==> src/design/mmps_pkg.sv <==
// Shared types, constants and helpers of the multi-mode process scheduler.
// Used by the slot table, the top level and the port checker; no dependencies.
`timescale 1ns / 1ps

package mmps_pkg;

    // Table geometry and field widths.
    localparam int NUM_SLOTS = 5;
    localparam int SLOT_W    = 3;
    localparam int DATA_W    = 8;
    localparam int CNT_W     = $clog2(2 * NUM_SLOTS + 1);

    // Reset contents of the slot table.
    localparam logic [DATA_W-1:0] INIT_PRIORITY = DATA_W'(5);
    localparam logic [DATA_W-1:0] INIT_SHARE    = DATA_W'(1);

    typedef logic [SLOT_W-1:0] slot_t;

    // Selection modes held in the algorithm register.
    typedef enum logic [1:0] {
        MODE_RR    = 2'd0,
        MODE_LOW   = 2'd1,
        MODE_PRIO  = 2'd2,
        MODE_SHARE = 2'd3
    } mode_t;

    localparam mode_t MODE_RESET = MODE_SHARE;

    // Event codes.
    typedef enum logic [1:0] {
        KIND_TICK      = 2'd0,
        KIND_EXIT      = 2'd1,
        KIND_SET_PRI   = 2'd2,
        KIND_SET_SHARE = 2'd3
    } kind_t;

    // Sequencer states.
    typedef enum logic [1:0] {
        ST_IDLE = 2'd0,
        ST_TOP  = 2'd1,
        ST_WALK = 2'd2
    } state_t;

    // One slot as read from the table.
    typedef struct packed {
        logic              runnable;
        logic [DATA_W-1:0] priority_val;
        logic [DATA_W-1:0] share;
        logic [DATA_W-1:0] spent;
    } slot_rd_t;

    // Update command for one slot of the table.
    typedef struct packed {
        slot_t             idx;
        logic              clr_run;
        logic              wr_pri;
        logic              wr_share;
        logic              inc_spent;
        logic              clr_spent;
        logic [DATA_W-1:0] data;
    } slot_wr_t;

    // Slot after s, wrapping back to slot 0.
    function automatic slot_t next_of(input slot_t s);
        slot_t r;
        if (s == SLOT_W'(NUM_SLOTS - 1))
        begin
            r = '0;
        end
        else
        begin
            r = s + SLOT_W'(1);
        end
        return r;
    endfunction

endpackage

==> src/design/mmps_slot_tbl.sv <==
// Slot table of the scheduler: runnable marks, priorities, shares, spent counts.
// One read port and one update command per cycle; depends on mmps_pkg.
`timescale 1ns / 1ps

module mmps_slot_tbl (
    input  logic                clk,
    input  logic                rst_n,
    input  mmps_pkg::slot_t     rd_idx,
    output mmps_pkg::slot_rd_t  rd,
    input  mmps_pkg::slot_wr_t  wr
);

    logic                          run_reg   [mmps_pkg::NUM_SLOTS];
    logic [mmps_pkg::DATA_W-1:0]   pri_reg   [mmps_pkg::NUM_SLOTS];
    logic [mmps_pkg::DATA_W-1:0]   share_reg [mmps_pkg::NUM_SLOTS];
    logic [mmps_pkg::DATA_W-1:0]   spent_reg [mmps_pkg::NUM_SLOTS];

    // Read the slot that the sequencer points at.
    always_comb
    begin
        rd.runnable     = run_reg[rd_idx];
        rd.priority_val = pri_reg[rd_idx];
        rd.share        = share_reg[rd_idx];
        rd.spent        = spent_reg[rd_idx];
    end

    // Apply the update command; reset loads the start-up contents.
    always_ff @(posedge clk or negedge rst_n)
    begin
        if (!rst_n)
        begin
            for (int s = 0; s < mmps_pkg::NUM_SLOTS; s++)
            begin
                run_reg[s]   <= (s != 0);
                pri_reg[s]   <= mmps_pkg::INIT_PRIORITY;
                share_reg[s] <= mmps_pkg::INIT_SHARE;
                spent_reg[s] <= '0;
            end
        end
        else
        begin
            if (wr.clr_run)
            begin
                run_reg[wr.idx] <= 1'b0;
            end
            if (wr.wr_pri)
            begin
                pri_reg[wr.idx] <= wr.data;
            end
            if (wr.wr_share)
            begin
                share_reg[wr.idx] <= wr.data;
            end
            if (wr.inc_spent)
            begin
                spent_reg[wr.idx] <= spent_reg[wr.idx] + mmps_pkg::DATA_W'(1);
            end
            else if (wr.clr_spent)
            begin
                spent_reg[wr.idx] <= '0;
            end
        end
    end

endmodule

==> src/design/multi_mode_process_scheduler.sv <==
// Top level of the multi-mode process scheduler: sequencer, shared comparator, result.
// Depends on mmps_pkg and mmps_slot_tbl.
`timescale 1ns / 1ps

// Channel   | Signals                          | Transfer
// ----------+----------------------------------+-------------------------------
// event in  | start, busy, kind, value         | start high while busy low
// result    | done, next_slot, none_runnable   | done high, one cycle, no stall
// config    | cfg_valid, cfg_ready, algorithm  | cfg_valid and cfg_ready high
//
// A set-priority or set-share event answers in the next cycle.
// A tick or exit examines one slot per cycle with one shared 8-bit comparator;
// in highest priority, a pass that finds the top priority comes before the walk.
// busy stays high during the walk; the result strobe follows the last slot visited.
// Reset loads the slot table and the algorithm register with their start-up values.

module multi_mode_process_scheduler (
    input  logic       clk,
    input  logic       rst_n,
    input  logic       start,
    output logic       busy,
    input  logic [1:0] kind,
    input  logic [7:0] value,
    output logic       done,
    output logic [2:0] next_slot,
    output logic       none_runnable,
    input  logic       cfg_valid,
    output logic       cfg_ready,
    input  logic [1:0] algorithm
);

    mmps_pkg::state_t              state_reg, state_next;
    mmps_pkg::mode_t               mode_reg;
    mmps_pkg::slot_t               cur_reg, cur_next;
    mmps_pkg::slot_t               ptr_reg, ptr_next;
    logic [mmps_pkg::CNT_W-1:0]    cnt_reg, cnt_next;
    logic [mmps_pkg::DATA_W-1:0]   top_reg, top_next;
    logic                          done_reg, done_next;
    mmps_pkg::slot_t               slot_out_reg, slot_out_next;
    logic                          none_reg, none_next;

    mmps_pkg::slot_rd_t            rd;
    mmps_pkg::slot_wr_t            wr;

    logic                          accept;
    logic                          last;
    logic                          hit;
    logic [mmps_pkg::DATA_W-1:0]   cmp_a, cmp_b;
    logic                          cmp_lt, cmp_eq;

    mmps_slot_tbl u_tbl (
        .clk    (clk),
        .rst_n  (rst_n),
        .rd_idx (ptr_reg),
        .rd     (rd),
        .wr     (wr)
    );

    assign accept    = start && (state_reg == mmps_pkg::ST_IDLE);
    assign last      = (cnt_reg == mmps_pkg::CNT_W'(1));
    assign busy      = (state_reg != mmps_pkg::ST_IDLE);
    assign cfg_ready = 1'b1;
    assign done          = done_reg;
    assign next_slot     = slot_out_reg;
    assign none_runnable = none_reg;

    // Shared comparator: operands depend on the walk in progress.
    always_comb
    begin
        cmp_a = rd.spent;
        cmp_b = rd.share;
        if (state_reg == mmps_pkg::ST_TOP)
        begin
            cmp_a = top_reg;
            cmp_b = rd.priority_val;
        end
        else if (mode_reg == mmps_pkg::MODE_PRIO)
        begin
            cmp_a = rd.priority_val;
            cmp_b = top_reg;
        end
        cmp_lt = (cmp_a < cmp_b);
        cmp_eq = (cmp_a == cmp_b);
    end

    // A visited slot is chosen when it is runnable and passes the mode's test.
    always_comb
    begin
        case (mode_reg)
            mmps_pkg::MODE_PRIO:  hit = rd.runnable && cmp_eq;
            mmps_pkg::MODE_SHARE: hit = rd.runnable && cmp_lt;
            default:              hit = rd.runnable;
        endcase
    end

    // Next state of the sequencer.
    always_comb
    begin
        state_next = state_reg;
        unique case (state_reg)
            mmps_pkg::ST_IDLE:
            begin
                if (accept && (kind == mmps_pkg::KIND_TICK || kind == mmps_pkg::KIND_EXIT))
                begin
                    state_next = (mode_reg == mmps_pkg::MODE_PRIO) ? mmps_pkg::ST_TOP
                                                                   : mmps_pkg::ST_WALK;
                end
            end
            mmps_pkg::ST_TOP:
            begin
                if (last)
                begin
                    state_next = mmps_pkg::ST_WALK;
                end
            end
            mmps_pkg::ST_WALK:
            begin
                if (hit || last)
                begin
                    state_next = mmps_pkg::ST_IDLE;
                end
            end
            default:
            begin
                state_next = mmps_pkg::ST_IDLE;
            end
        endcase
    end

    // Walk pointer, counters, table updates and result.
    always_comb
    begin
        cur_next      = cur_reg;
        ptr_next      = ptr_reg;
        cnt_next      = cnt_reg;
        top_next      = top_reg;
        done_next     = 1'b0;
        slot_out_next = slot_out_reg;
        none_next     = none_reg;
        wr            = '0;
        wr.idx        = ptr_reg;
        wr.data       = value;

        unique case (state_reg)
            mmps_pkg::ST_IDLE:
            begin
                if (accept)
                begin
                    wr.idx = cur_reg;
                    if (kind == mmps_pkg::KIND_SET_PRI || kind == mmps_pkg::KIND_SET_SHARE)
                    begin
                        // Parameter writes go to the current slot and answer with it.
                        wr.wr_pri      = (kind == mmps_pkg::KIND_SET_PRI);
                        wr.wr_share    = (kind == mmps_pkg::KIND_SET_SHARE);
                        done_next      = 1'b1;
                        slot_out_next  = cur_reg;
                        none_next      = 1'b0;
                    end
                    else
                    begin
                        wr.clr_run = (kind == mmps_pkg::KIND_EXIT);
                        top_next   = '0;
                        case (mode_reg)
                            mmps_pkg::MODE_RR:
                            begin
                                ptr_next = mmps_pkg::next_of(cur_reg);
                                cnt_next = mmps_pkg::CNT_W'(mmps_pkg::NUM_SLOTS);
                            end
                            mmps_pkg::MODE_SHARE:
                            begin
                                ptr_next = cur_reg;
                                cnt_next = mmps_pkg::CNT_W'(2 * mmps_pkg::NUM_SLOTS);
                            end
                            default:
                            begin
                                // Lowest index and the priority scan start at slot 1.
                                ptr_next = mmps_pkg::SLOT_W'(1);
                                cnt_next = mmps_pkg::CNT_W'(mmps_pkg::NUM_SLOTS - 1);
                            end
                        endcase
                    end
                end
            end
            mmps_pkg::ST_TOP:
            begin
                // Find the top priority among runnable slots.
                if (rd.runnable && cmp_lt)
                begin
                    top_next = rd.priority_val;
                end
                if (last)
                begin
                    ptr_next = mmps_pkg::next_of(cur_reg);
                    cnt_next = mmps_pkg::CNT_W'(mmps_pkg::NUM_SLOTS);
                end
                else
                begin
                    ptr_next = mmps_pkg::next_of(ptr_reg);
                    cnt_next = cnt_reg - mmps_pkg::CNT_W'(1);
                end
            end
            mmps_pkg::ST_WALK:
            begin
                if (hit)
                begin
                    wr.inc_spent  = (mode_reg == mmps_pkg::MODE_SHARE);
                    cur_next      = ptr_reg;
                    done_next     = 1'b1;
                    slot_out_next = ptr_reg;
                    none_next     = 1'b0;
                end
                else
                begin
                    // A passed slot loses its spent credits in proportional share.
                    wr.clr_spent = (mode_reg == mmps_pkg::MODE_SHARE);
                    ptr_next     = mmps_pkg::next_of(ptr_reg);
                    cnt_next     = cnt_reg - mmps_pkg::CNT_W'(1);
                    if (last)
                    begin
                        done_next     = 1'b1;
                        slot_out_next = cur_reg;
                        none_next     = 1'b1;
                    end
                end
            end
            default:
            begin
                cnt_next = '0;
            end
        endcase
    end

    // Control registers.
    always_ff @(posedge clk or negedge rst_n)
    begin
        if (!rst_n)
        begin
            state_reg <= mmps_pkg::ST_IDLE;
            mode_reg  <= mmps_pkg::MODE_RESET;
            cur_reg   <= mmps_pkg::SLOT_W'(1);
            cnt_reg   <= '0;
            done_reg  <= 1'b0;
        end
        else
        begin
            state_reg <= state_next;
            cur_reg   <= cur_next;
            cnt_reg   <= cnt_next;
            done_reg  <= done_next;
            if (cfg_valid && cfg_ready)
            begin
                mode_reg <= mmps_pkg::mode_t'(algorithm);
            end
        end
    end

    // Datapath registers.
    always_ff @(posedge clk)
    begin
        ptr_reg      <= ptr_next;
        top_reg      <= top_next;
        slot_out_reg <= slot_out_next;
        none_reg     <= none_next;
    end

endmodule

==> config.mk <==
export PLATFORM = sky130hd
export DESIGN_NAME = multi_mode_process_scheduler
export DESIGN_NICKNAME = d
export VERILOG_FILES = /design/src/design/mmps_pkg.sv /design/src/design/mmps_slot_tbl.sv /design/src/design/multi_mode_process_scheduler.sv
export SDC_FILE = /design/constraint.sdc
export NUM_CORES = 1
export LEC_CHECK = 0
export ABC_CLOCK_PERIOD_IN_PS = 5200
export BUFFER_PORTS_ARGS = -buffer_cell sky130_fd_sc_hd__buf_2
export CAP_MARGIN = 15
export CORE_UTILIZATION = 30
export DETAILED_ROUTE_END_ITERATION = 7
export PLACE_DENSITY = 0.43
export SYNTH_ARGS = -nofsm -noshare
export SYNTH_HDL_FRONTEND = slang
export SYNTH_SLANG_ARGS = --single-unit
export TNS_END_PERCENT = 30
==> constraint.sdc <==
create_clock -name clk -period 5.2 [get_ports clk]
set_clock_uncertainty 0.15 [all_clocks]
set_input_delay 1.04 -clock clk [delete_from_list [all_inputs] [get_ports clk]]
set_output_delay 1.04 -clock clk [all_outputs]
set_load 0.02 [all_outputs]
==> impl_metrics.py, run 1 <==
metrics = {
    "synth": {
        "async_flop_share_pct": 90.1,
        "synth_cell_types": 68,
        "ys_ff_latch": 152,
        "yosysWarnings": 0,
        "synth_common_cells": "dfrtp_1 (115), mux2_2 (89), nand2_1 (87), o21ai_0 (49), inv_1 (26)",
        "syn_area_mm2": 0.00812,
        "synthTopCellsByArea": "dfrtp_1 (35%), mux2_2 (12%), dfstp_2 (7.1%)",
        "ys_seq_area_share_pct": 48.1,
        "syn_nets": 748,
        "yosysTopAreaCellShare_pct": 35.5,
        "syn_avg_cell_area_um2": 11.5,
        "yosys.area.top_type": "dfrtp_1",
        "synth_top_flop_cell": "dfrtp_1",
        "synth_edf_count": 15,
        "synthCells": 707,
        "synth_most_common_cell": "dfrtp_1",
    },
    "power": {
        "pwr_density_cell_mw_per_mm2": 608,
        "fin_total_pwr_mw": 5.57,
        "power.static_leakage_nw": 3.98,
        "ir_worst_vdd_mv": 0.257,
    },
    "critical_path": {
        "r2r-start": "mode_reg[0]$_DFFE_PN1P_",
        "cp-startpoint": "mode_reg[0]$_DFFE_PN1P_",
        "worstPathRequired_ps": 5150,
        "crit_path_end_kind": "register",
        "path_class": "register to register",
        "worst-path-max-fanout": 34,
        "critPathArrivalTime_ps": 4400,
        "reg2reg_slack_ps": 760,
        "start_kind": "register",
    },
    "clock_network": {
        "tritoncts": "built",
        "clock-root-buffer": "clkbuf_16",
        "cts_resized": 0,
        "cts_buffers": 17,
        "clk_pin_slew_ps": 70,
        "htree_levels": 4,
        "clock_latency_ps": 430,
        "cts_sinks": 152,
        "clockBufferDepth": 2,
        "post_cts_buffers": 0,
        "ctsHoldBuffers": 0,
    },
    "detailed_routing": {
        "avgViaCountPerCell": 5.36,
        "drc": 4,
        "antenna_left": 0,
        "vias": 5716,
        "drt-initial-drc-count": 504,
        "post_drt_wl_per_cell_um": 20.6,
        "drtPass1Iterations": 7,
        "drt_wl_total_um": 22000,
    },
    "cells_and_area": {
        "antenna_cells": 0,
        "area_growth_pct": 12.8,
        "fillCellCount": 2607,
        "drive_gt1_share_pct": 28.9,
        "nets": 759,
    },
    "sta": {
        "setup_tns_ps": 0,
        "finalCriticalPeriod_ps": 4440,
        "min_period_over_period_pct": 85.4,
        "hold-worst-slack_ps": 313,
        "hold_viol_final": 0,
        "setup_viol": 0,
        "rsz0062_at_grt": "false",
        "relSlewSlack_pct": 25.5,
        "worst_slack_ps": 760,
        "slew_viol_final": 0,
        "worst_slew_pin_slew_ps": 1120,
        "max_freq_ghz": 0.225,
    },
    "global_routing": {
        "track_usage_pct": 16.6,
        "antenna_found_initial": 0,
        "grt_pass1_vias": 5884,
        "gr-total-overflow": 0,
        "grt_pass1_wl_um": 35100,
        "grt_max_degree": 105,
    },
    "floorplan": {
        "ios": 23,
        "core_area_mm2": 0.0263,
        "rows": 59,
        "die_area_mm2": 0.0277,
        "die_h_um": 166,
        "die-width_um": 166,
        "start_util_pct": 30.9,
    },
    "worst_hold_path": {
        "hold_class": "register to register",
        "min_from": "u_tbl.run_reg[1]$_DFFE_PN1P_",
    },
    "placed_design": {
        "place_congestion": 0.835,
        "place_ws_ps": 818,
        "dp_hpwl_um": 15100,
        "numPortBuffers": 21,
    },
    "outcome": {
        "status": "finished, violations left",
        "violations": "DRC",
    },
    "job": {
        "cap_violations": 0,
    },
}
through the flow:
stage	utilization (%)	cell area, um2	cells
6_report	34.9	9160	1066
5_1_grt	34.9	9160	1066
4_1_cts	34.9	9160	1066
3_5_place_dp	32.6	8570	1034
3_3_place_gp	32.6	8570	1034
2_1_floorplan	-	8120	707
path summary, 6_finish.rpt:
check	to	cells past startpoint
max in group asynchronous	u_tbl.pri_reg[34]$_DFFE_PN1P_	2
min	u_tbl.run_reg[1]$_DFFE_PN1P_	1
max reg2reg	ptr_reg[2]$_DFFE_PP_	13
min in group asynchronous	u_tbl.share_reg[38]$_DFFE_PN0P_	1
max	ptr_reg[2]$_DFFE_PP_	13
min reg2reg	u_tbl.run_reg[1]$_DFFE_PN1P_	1
kinds of logic (layout without fill, tap and decap cells):
family | after synthesis | count (layout) | share of synthesized area [%]
compound gates | 173 | 173 | 14.4
xor+xnor | 6 | 6 | 0.647
fa+ha+maj | 25 | 25 | 3.85
buf+inv | 68 | 92 | 3.45
flops | 152 | 152 | 48.1
mux | 126 | 126 | 20.7
other cells | 1 | 1 | 0.0462
simple gates | 156 | 156 | 8.82
where the power goes:
| group | internal, mW | switching, mW |
|---|---|---|
| sequential | 1.70 | 0.266 |
| combinational | 1.00 | 1.35 |
| clock | 0.656 | 0.586 |
| total | 3.36 | 2.20 |
cell usage in the layout (no fill, tap or decap), types with 11 or more instances in the layout:
cell type,n
dfrtp_1,115
mux2_2,89
nand2_1,87
o21ai_0,49
inv_1,26
ha_1,25
mux4_2,24
nor2_1,24
a21oi_1,23
dfstp_2,22
buf_2,20
clkbuf_16,17
a22oi_1,15
edfxtp_1,15
a211oi_1,11
mux2i_1,11
critical path: stages, from the launching register on:
cell and delay, ps:
dfstp_2 550, inv_1 80, ha_1 580, a221oi_1 500, a211oi_1 90, a21o_1 220, ha_1 310, nand3_1 100
o21bai_1 160, a311o_1 380, a31oi_1 260, nor2_1 120, a21bo_2 320, nor2_1 280
cell type report:
| class | instances | area [um2] | area share [%] |
|---|---|---|---|
| clock buffers | 18 | 439 | 4.79 |
| clock inverters | 14 | 148 | 1.61 |
| inverters | 28 | 105 | 1.15 |
| multi-input cells | 487 | 3940 | 43.0 |
| flip-flops and latches | 152 | 3910 | 42.6 |
| well taps | 335 | 419 | 4.58 |
| repair buffers | 32 | 206 | 2.25 |
per-layer routing:
layer | GRT usage [%] | vias to the layer above | part of all wire, %
li1 | - | 2641 | -
met1 | 22.6 | 2902 | 47
met2 | 26.3 | 146 | 46
met3 | 3.42 | 27 | 4.5
met4 | 5.64 | 0 | 2.2
met5 | 0 | - | 0
Power figures use the tool's default switching activity.
==> run 2, diff against run 1 <==
--- a/config.mk
+++ b/config.mk
@@ -8,6 +8,7 @@
 export ABC_CLOCK_PERIOD_IN_PS = 5200
 export BUFFER_PORTS_ARGS = -buffer_cell sky130_fd_sc_hd__buf_2
 export CAP_MARGIN = 15
+export CORE_ASPECT_RATIO = 1.2
 export CORE_UTILIZATION = 30
 export DETAILED_ROUTE_END_ITERATION = 7
 export PLACE_DENSITY = 0.43
==> run 2 against run 1 <==
  * The run still ends with DRC left
  * Largest power group unchanged
  * Core utilization shrank 0.12 points
  * Critical path type unchanged
  * Final cell count is essentially flat
  * Sequential power is essentially flat
  * Non-clock buffer count shrank 1
  * Sequential share of layout area shrank 0.099 points
  * Cell area grew 0.23%
==> impl_metrics.py, run 2 (synthesis gave the netlist of run 1 again) <==
metrics = {
    "clock_network": {
        "clk_pin_slew_ps": 70,
        "cts_sinks": 152,
        "htree_levels": 4,
        "cts_resized": 0,
        "clock_latency_ps": 440,
        "clock-root-buffer": "clkbuf_16",
        "post_cts_buffers": 0,
        "cts_buffers": 17,
        "tritoncts": "built",
        "clockBufferDepth": 2,
        "ctsHoldBuffers": 0,
    },
    "cells_and_area": {
        "fin_cells": 1065,
        "nets": 758,
        "mostFrequentLayoutCell": "dfrtp_1",
        "fin_util_pct": 34.7,
        "drive_gt1_share_pct": 28.8,
        "area_growth_pct": 13.1,
        "antenna_cells": 0,
        "final_cell_mix": "dfrtp_1 (115), mux2_2 (89), nand2_1 (87)",
        "fillCellCount": 2564,
        "fin_area_mm2": 0.00918,
    },
    "critical_path": {
        "critical-path-max-stage-delay_ps": 630,
        "crit_buf_inv": 1,
        "critPathTopFamily": "compound AO/OA/AOI/OAI gates",
        "crit_slowest_cell": "a21boi_0",
        "cp_cell_sequence": "inv_1 > ha_1 > a221oi_1 > a211oi_1 > a21o_1 > ha_1 > nor2b_1 > o21bai_1 > a311o_1 > a31oi_1 > o211ai_1 > a21boi_0",
        "worst-path-max-fanout": 34,
        "critPathArrivalTime_ps": 4410,
        "reg2reg_depth": 12,
        "r2r-start": "mode_reg[0]$_DFFE_PN1P_",
        "start_kind": "register",
        "reg2reg_slack_ps": 710,
        "worstPathRequired_ps": 5110,
        "cpMostUsedCell": "ha_1",
        "crit_path_end_kind": "register",
        "path_class": "register to register",
        "cp-startpoint": "mode_reg[0]$_DFFE_PN1P_",
        "r2r_end": "none_runnable$_SDFFCE_PN0P_",
    },
    "worst_hold_path": {
        "hold_class": "register to register",
        "whs_endpoint": "u_tbl.run_reg[3]$_DFFE_PN1P_",
        "min_from": "u_tbl.run_reg[3]$_DFFE_PN1P_",
        "worst_hold_path.num_cells": 1,
    },
    "job": {
        "cap_violations": 0,
    },
    "sta": {
        "rsz0062_at_grt": "false",
        "relSlewSlack_pct": 23.7,
        "hold-worst-slack_ps": 313,
        "min_period_over_period_pct": 86.4,
        "worst_slack_ps": 705,
        "finalCriticalPeriod_ps": 4490,
        "setup_viol": 0,
        "slew_viol_final": 0,
        "worst_slew_pin_slew_ps": 1140,
        "hold_viol_final": 0,
        "setup_tns_ps": 0,
        "max_freq_ghz": 0.222,
    },
    "global_routing": {
        "track_usage_pct": 17.1,
        "antenna_found_initial": 0,
        "grt_pass1_vias": 5960,
        "grt_pass1_wl_um": 36000,
        "gr-total-overflow": 0,
        "grt_max_degree": 106,
    },
    "placed_design": {
        "place_congestion": 0.832,
        "placed_area_mm2": 0.00858,
        "dp.cells": 1033,
        "place_ws_ps": 719,
        "numPortBuffers": 21,
        "dp_hpwl_um": 15000,
    },
    "outcome": {
        "violations": "DRC",
        "status": "finished, violations left",
    },
    "floorplan": {
        "die_h_um": 182,
        "rows": 65,
        "core_area_mm2": 0.0264,
        "die-width_um": 152,
        "die_area_mm2": 0.0277,
        "start_util_pct": 30.7,
        "ios": 23,
    },
    "detailed_routing": {
        "drt-initial-drc-count": 336,
        "drtPass1Iterations": 7,
        "avgViaCountPerCell": 5.49,
        "vias": 5846,
        "drt_wl_total_um": 22700,
        "antenna_left": 0,
        "drc": 2,
        "post_drt_wl_per_cell_um": 21.3,
    },
    "power": {
        "power.internal_mw": 3.36,
        "fin_total_pwr_mw": 5.59,
        "power_frac_clock_pct": 22.4,
        "ir_worst_vdd_mv": 0.353,
        "pwr_density_cell_mw_per_mm2": 608,
        "pwr-share-comb_pct": 42.2,
        "sw_frac_of_total_pct": 39.8,
        "power.static_leakage_nw": 3.98,
        "p_switching_mw": 2.22,
        "p_seq_share_pct": 35.4,
    },
}
==> run 2: how the worst max path moves through the flow <==
stage,endpoint,slack (ps),cells past startpoint
finish,none_runnable$_SDFFCE_PN0P_,710,12
floorplan,ptr_reg[0]$_DFFE_PP_,1020,15
detailed placement,next_slot[2]$_DFFE_PP_,720,12
global route,ptr_reg[1]$_DFFE_PP_,480,13
CTS,none_runnable$_SDFFCE_PN0P_,690,12
global placement,ptr_reg[0]$_DFFE_PP_,830,13
==> run 2: layout make-up <==
cell class / instances / area (um2) / share of cell area, %
multi-input combinational: 487 / 3940 / 42.9
clock inverter: 15 / 178 / 1.94
timing repair buffer: 31 / 211 / 2.30
sequential: 152 / 3910 / 42.5
clock buffer: 17 / 425 / 4.63
inverter: 28 / 105 / 1.14
tap: 335 / 419 / 4.57
==> run 2: routing by layer <==
layer / track usage, % / wire length (um) / up-vias
li1: - / - / 2638
met1: 21.9 / 10100 / 3025
met2: 29.2 / 11200 / 148
met3: 2.85 / 870 / 35
met4: 5.88 / 528 / 0
met5: 0 / 0 / -
==> run 2: worst register-to-register path: stages, from the launching register on <==
cell and delay (ps):
dfstp_2 550, inv_1 90, ha_1 600, a221oi_1 570, a211oi_1 100, a21o_1 210, ha_1 300, nor2b_1 140
o21bai_1 140, a311o_1 240, a31oi_1 130, o211ai_1 280, a21boi_0 630
==> run 2: power groups by stage <==
stage,clock network [mW],logic (mW),registers [mW]
final,1.25,2.36,1.98
after global routing,1.33,2.60,2.04
after CTS,1.28,2.37,1.97
after detailed placement,0,2.36,1.99
after global placement,0,2.34,1.97
after floorplan,0,1.73,1.91
